$ cat src/hw/rtl/fat12pte_pkg.sv
package fat12pte_pkg;

    localparam int STORE_BYTES = 8192;
    localparam int ADDR_W      = $clog2(STORE_BYTES);
    localparam int SUM_W       = ((ADDR_W > 13) ? ADDR_W : 13) + 2;

    localparam logic [11:0] ENTRY_FREE   = 12'h000;
    localparam logic [11:0] FIRST_CLUSTER = 12'd2;
    localparam logic [11:0] LIMIT_RESET  = 12'd2848;
    localparam logic [12:0] BASE_RESET   = 13'd0;

    typedef enum logic [1:0] {
        CMD_WRITE = 2'd0,
        CMD_READ  = 2'd1,
        CMD_FIND  = 2'd2,
        CMD_RAW   = 2'd3
    } t_cmd;

    typedef enum logic {
        REG_TABLE_BASE   = 1'b0,
        REG_SEARCH_LIMIT = 1'b1
    } t_reg_index;

    typedef enum logic [3:0] {
        ST_CLEAR,
        ST_IDLE,
        ST_CALC,
        ST_RD_A,
        ST_RD_B,
        ST_USE,
        ST_WR_B,
        ST_RAW,
        ST_RAW_DATA,
        ST_DONE
    } t_state;

    typedef struct packed {
        logic clr_step;
        logic accept;
        logic calc;
        logic rd_a;
        logic rd_b;
        logic use_b;
        logic wr_b;
        logic raw_rd;
        logic raw_cap;
        logic next_cl;
        logic set_found;
        logic load_out;
    } t_dp_cmd;

    typedef struct packed {
        logic clear_last;
        t_cmd cmd;
        logic entry_zero;
        logic at_limit;
        logic limit_low;
        logic out_free;
    } t_dp_stat;

    function automatic logic [ADDR_W-1:0] wrap_addr(input logic [SUM_W-1:0] a);
        logic [SUM_W-1:0] t;
        t = a;
        if (t >= SUM_W'(STORE_BYTES)) begin
            t = t - SUM_W'(STORE_BYTES);
        end
        if (t >= SUM_W'(STORE_BYTES)) begin
            t = t - SUM_W'(STORE_BYTES);
        end
        return t[ADDR_W-1:0];
    endfunction

endpackage

$ cat src/hw/rtl/fat12pte_ctrl.sv
module fat12pte_ctrl (
    input  logic                   i_clk,
    input  logic                   i_rst_n,
    input  logic                   i_in_valid,
    output logic                   o_in_stall,
    input  fat12pte_pkg::t_dp_stat i_stat,
    output fat12pte_pkg::t_dp_cmd  o_cmd
);
    import fat12pte_pkg::*;

    t_state r_state;
    t_state n_state;

    always_ff @(posedge i_clk) begin
        if (!i_rst_n) begin
            r_state <= ST_CLEAR;
        end else begin
            r_state <= n_state;
        end
    end

    always_comb begin
        n_state    = r_state;
        o_cmd      = '0;
        o_in_stall = 1'b1;
        case (r_state)
            ST_CLEAR: begin
                o_cmd.clr_step = 1'b1;
                if (i_stat.clear_last) begin
                    n_state = ST_IDLE;
                end
            end
            ST_IDLE: begin
                o_in_stall = 1'b0;
                if (i_in_valid) begin
                    o_cmd.accept = 1'b1;
                    n_state = ST_CALC;
                end
            end
            ST_CALC: begin
                o_cmd.calc = 1'b1;
                if (i_stat.cmd == CMD_RAW) begin
                    n_state = ST_RAW;
                end else if (i_stat.cmd == CMD_FIND && i_stat.limit_low) begin
                    n_state = ST_DONE;
                end else begin
                    n_state = ST_RD_A;
                end
            end
            ST_RD_A: begin
                o_cmd.rd_a = 1'b1;
                n_state = ST_RD_B;
            end
            ST_RD_B: begin
                o_cmd.rd_b = 1'b1;
                n_state = ST_USE;
            end
            ST_USE: begin
                o_cmd.use_b = 1'b1;
                case (i_stat.cmd)
                    CMD_WRITE: n_state = ST_WR_B;
                    CMD_FIND: begin
                        if (i_stat.entry_zero) begin
                            o_cmd.set_found = 1'b1;
                            n_state = ST_DONE;
                        end else if (i_stat.at_limit) begin
                            n_state = ST_DONE;
                        end else begin
                            o_cmd.next_cl = 1'b1;
                            n_state = ST_CALC;
                        end
                    end
                    default: n_state = ST_DONE;
                endcase
            end
            ST_WR_B: begin
                o_cmd.wr_b = 1'b1;
                n_state = ST_DONE;
            end
            ST_RAW: begin
                o_cmd.raw_rd = 1'b1;
                n_state = ST_RAW_DATA;
            end
            ST_RAW_DATA: begin
                o_cmd.raw_cap = 1'b1;
                n_state = ST_DONE;
            end
            ST_DONE: begin
                if (i_stat.out_free) begin
                    o_cmd.load_out = 1'b1;
                    n_state = ST_IDLE;
                end
            end
            default: n_state = ST_IDLE;
        endcase
    end

endmodule

$ cat config.mk
export PLATFORM = sky130hd
export DESIGN_NAME = fat12pte_ctrl
export DESIGN_NICKNAME = d
export VERILOG_FILES = /design/src/hw/rtl/fat12pte_pkg.sv /design/src/hw/rtl/fat12pte_ctrl.sv
export SDC_FILE = /design/constraint.sdc
export NUM_CORES = 1
export LEC_CHECK = 0
export BUFFER_PORTS_ARGS = -buffer_cell sky130_fd_sc_hd__buf_2
export CAP_MARGIN = 20
export CORE_AREA = 8 8 45 47
export DETAILED_ROUTE_END_ITERATION = 6
export DIE_AREA = 0 0 53 55
export PLACE_DENSITY = 0.62
export SLEW_MARGIN = 10
export SYNTH_ARGS = -nofsm -noshare
export SYNTH_HDL_FRONTEND = slang
export SYNTH_SLANG_ARGS = --single-unit
export TNS_END_PERCENT = 10
$ cat constraint.sdc
create_clock -name i_clk -period 1.02 [get_ports i_clk]
set_input_delay 0.051 -clock i_clk [delete_from_list [all_inputs] [get_ports i_clk]]
set_output_delay 0.051 -clock i_clk [all_outputs]
set_load 0.02 [all_outputs]
Word-level counts from Yosys, hierarchy flattened
Cells that the tools add are included.

word-level totals
  input port bits = 10
  register bits after elaboration = 4
  output and inout port bits = 13

cells by class
  reduce and logical (&&, ||, !) cells = 5
  mux-type cells = 27
  equality and inequality tests = 14

operators by type and width
  cell                                                  count
  one-hot mux 4 bit (9 select lines)                    1
  two-way mux 4 bit                                     7
  equality test 4 x 3 -> 1 bit (second input constant)  4
  two-way mux 1 bit                                     16
  equality test 4 x 2 -> 1 bit (second input constant)  2
  equality test 4 bit (second input constant)           2
  one-hot mux 4 bit (2 select lines)                    1
  != test 2 bit (second input constant)                 3
  equality test 2 bit (second input constant)           2
  equality test 4 x 1 -> 1 bit (second input constant)  1
  zero test 4 bit                                       1
  two-way mux 2 bit                                     2
  AND reduction 3 bit                                   1
  zero test 2 bit                                       1
  OR reduction 2 bit                                    1
  logical AND 1 bit                                     1

Depth between registers and ports, before layout
  word-level depth = 5
  gate-level depth with buffers = 4
  mapped depth without buffers = 3

Worst setup path after synthesis
OpenSTA, ideal clock, no wires.

  path type = register to register
  from = register r_state[1]
  to = register r_state[0]
  stages on the path, launching flop included = 4
  arrival time = 1,186 ps
  data required time = 871 ps
  setup slack = -314 ps
  library setup time = 149 ps
  cell sequence = dfxtp_1 > buf_2 > nor4_2 > a221oi_2

between the ends
  word-level cells in the longest chain between the ends = 3
  elaborated cells between the ends (all ways) = 16
  classes of those cells = eq/ne (12); mux (1); reduce/logical (3)

ends and longest elaborated chain
  item                                                                       RTL line             RTL
  start: declaration                                                         fat12pte_ctrl.sv:11  t_state r_state;
  start signal: assignment                                                   fat12pte_ctrl.sv:18  r_state <= n_state;
  equality test 4 bit (tied with other cells)                                fat12pte_ctrl.sv:26  case (r_state)
  OR reduction 2 bit (no source line) or != test 2 bit (tied branches)       n/a
  one-hot mux 4 bit (9 select lines) or AND reduction 3 bit (tied branches)  n/a

Parallel ways exist; a longest one is shown, timed or not.
A chain may end at the register's enable or synchronous reset.

==> implementation parameters <==
Parameter                              Value

Run status
  Status    finished with violations
  Violations in the final reports    negative setup slack

Detailed routing
  Via density per instance    between 5 and 6
  Post-detailed-route DRC marker count    0
  Routed Antenna Nets    0
  Routed wire length    1385 um
  First-pass detailed-route iteration total    4
  Number of DRC violations after detailed-routing iteration 0    7
  Routed wire per std cell    12.94 um
  Count of vias placed by the detailed router    around 540

Synthesis
  Library cell with the largest summed area after synthesis    sky130_fd_sc_hd__dfxtp_1
  Share of synthesized area occupied by flip-flops and latches    20.85%
  Post-Syn Instances    between 50 and 60
  Net count after synthesis    64
  Number of synthesized register bits    4
  Top cells by area, synth    sky130_fd_sc_hd__dfxtp_1 21%, sky130_fd_sc_hd__nor3_1 10%, sky130_fd_sc_hd__buf_2 5.2%
  Mapped Avg Cell Area    7.113 um2
  Number of synthesized flops with an enable pin    0
  Number of distinct library cells after synthesis    24
  Synth cell count leaders    8 x sky130_fd_sc_hd__nor3_1, 4 x sky130_fd_sc_hd__buf_2, 4 x sky130_fd_sc_hd__dfxtp_1, 4 x sky130_fd_sc_hd__nand2_1, 4 x sky130_fd_sc_hd__nor2_1
  FFs w/ async S/R, synth    0%
  Most common flop cell mapped by yosys    sky130_fd_sc_hd__dfxtp_1
  Cell area after synthesis    384.1 um2
  Cell with the most instances after synthesis    sky130_fd_sc_hd__nor3_1
  Post-synth top area share    a little over a fifth
  Number of warning messages in the yosys log    0

Setup path
  Top Family by Delay on Critical Path    simple AND/OR/NAND/NOR gates
  Maximum fanout count along the critical path    5
  Type of destination of the critical path    output port
  Cell with the biggest individual delay on the critical path    sky130_fd_sc_hd__and4bb_2
  Signal arrival time at the worst endpoint    1.25 ns
  Delay of the slowest critical-path stage    0.35 ns
  Data required time at the worst endpoint    0.97 ns
  Critical path buffers and inverters    1
  Kind of start point of the critical path    register
  Kind of critical path    register to output port
  CP Cell Sequence    and4bb_2 -> nand2_2 -> nor3_4 -> buf_6

Finish
  Final core utilization    54.97%
  Antenna diode instance count    0
  Final layout net count    a little over 100
  Number of standard cells in the final layout excluding fillers    107
  Largest registers    r_state (4)
  Area Overhead vs Synth    98.05%
  Largest Register    r_state
  Fraction of layout instances using a drive strength above 1    64.84%
  Largest register FFs    4
  Cell area after layout    760.7 um2
  Layout filler cell count    133

Power
  Internal power of the cells    a little under 0.4 mW
  Max IR drop VDD    about 0.47 mV
  Static power due to leakage    0.3754 nW
  Share of total power in combinational logic    34.6%
  Clock Power Share    around a third
  Sequential Power Share    30.7%
  Net Switching    between 0.15 and 0.2 mW
  Switching power share of the total    slightly below 30%
  Power per Cell Area    730.0 nW/um2
  Overall Power    0.5553 mW

Die
  Count of standard-cell rows    14
  Area of the core    1384 um2
  Die extent in x    roughly 53 um
  Starting utilization of the core area    27.76%
  Die extent in y    around 55 um
  DIE AREA    2915 um2
  # IOs    23

Global route
  Number of antenna violations at the first check in global routing    0
  Global-route usage over all layers    11.25%
  Global-route wire length before repair    about 2500 um
  Number of global-route vias before repair    about 580
  Pin count of the biggest net entering global routing    8
  Total overflow reported by the global router    0

STA
  Worst Hold Slack    0.07701 ns
  Final total negative setup slack    -2.234 ns
  Tightest slew margin relative to the limit    81.20%
  Count of endpoints failing setup in the final report    14
  Number of max-slew violations in the final report    0
  Final-report hold violation count    0
  Max Clk Rate    771.4 MHz
  Fin crit share    127.1%
  Min Clock Period, post-route    between 1 and 1.5 ns
  Unrepaired setup endpoints after global routing    yes
  Worst setup skew after layout    0.001725 ns
  Worst setup slack after layout    -0.2763 ns
  Worst-Margin Slew    0.2799 ns

CTS
  Clock tree from TritonCTS    built
  Num Clock Sinks    4
  Clock transition at the registers of the reported paths    0.04 ns
  Number of hold buffers added after CTS    0
  Clock network latency to the later pin of the worst-skew pair    0.23 ns
  Root Buffer    sky130_fd_sc_hd__clkbuf_4
  H-tree depth reported by CTS    1
  Number of buffers created by CTS    3
  Buffers inserted during post-CTS setup optimization    0
  Deepest clock path buffer count    2

Placed design
  Placed Cells    ~100
  Cell area after placement    about 650 um2
  Placement-stage worst setup slack    -0.08308 ns
  Port bufs    22
  Final weighted congestion in routability-driven placement    0.7790
  Total half-perimeter wirelength after legalization and detailed placement    between 1000 and 1500 um

Hold path
  Path category of the worst min-delay check    input port to register

Job
  Number of violations of the max-capacitance limit    0
## logic make-up (layout without fill, tap and decap cells)
kind of cell	Yosys count	count (layout)	synth area share, %
AOI/OAI and AO/OA	13	13	25.40
buffers and inverters	7	44	8.143
DFF	4	4	20.85
and+or+nand+nor	30	30	45.60
## per-layer routing
layer | GRT usage [%] | vias up | wire length, um
met2 | 18.75 | 18 | 670
met4 | 5.172 | 0 | 0
met1 | 13.05 | 245 | 611
met5 | 0 | - | 0
li1 | - | 275 | -
met3 | 3.209 | 0 | 103
## layout make-up
cell class / instances / area, um2 / share of cell area (%)
inverter: 3 / 11.26 / 1.480
multi-input combinational: 43 / 337.8 / 44.41
sequential: 4 / 87.58 / 11.51
clock buffer: 3 / 22.52 / 2.961
tap: 16 / 20.02 / 2.632
timing repair buffer: 38 / 281.5 / 37.01
## worst min-delay path, delay by kind of cell
| family | cells | cell delay [ns] |
|---|---|---|
| AO/OA/AOI/OAI | 1 | 0.06 |
| buffers and inverters | 2 | 0.15 |
## power groups by stage
| stage | registers, mW | logic (mW) | clock network (mW) |
|---|---|---|---|
| 4_1_cts | 0.169 | 0.181 | 0.196 |
| 3_3_place_gp | 0.170 | 0.172 | 0 |
| 5_1_grt | 0.172 | 0.212 | 0.220 |
| 3_5_place_dp | 0.171 | 0.174 | 0 |
| 2_1_floorplan | 0.168 | 0.0957 | 0 |
| 6_report | 0.171 | 0.192 | 0.193 |
## path summary, 6_finish.rpt
kind	depth (start not counted)	slack (ns)	start	end
max reg2reg	3	-0.08	r_state[3]$_SDFFE_PN0P_	r_state[0]$_SDFFE_PN0P_
min	3	0.08	i_stat[6]	r_state[0]$_SDFFE_PN0P_
min reg2reg	2	0.57	r_state[3]$_SDFFE_PN0P_	r_state[2]$_SDFFE_PN0P_
max	4	-0.28	r_state[3]$_SDFFE_PN0P_	o_cmd[2]
## timing repair
item                       in CTS  in global routing
resized for setup              15                 16
pin swaps                       3                  2
setup endpoints to repair      14                 17
hold endpoints to repair        0                  0
## cells in the final DEF (no fill, tap or decap), types with 3 or more instances in the layout
master                     count
sky130_fd_sc_hd__buf_2        12
sky130_fd_sc_hd__nor2b_1       3
sky130_fd_sc_hd__buf_6         7
sky130_fd_sc_hd__nand2_1       3
sky130_fd_sc_hd__dfxtp_2       3
sky130_fd_sc_hd__and3_1        3
sky130_fd_sc_hd__clkbuf_4      3
sky130_fd_sc_hd__nor3_1        5
sky130_fd_sc_hd__buf_4        19
No activity file was read; power rests on OpenSTA's default activity.
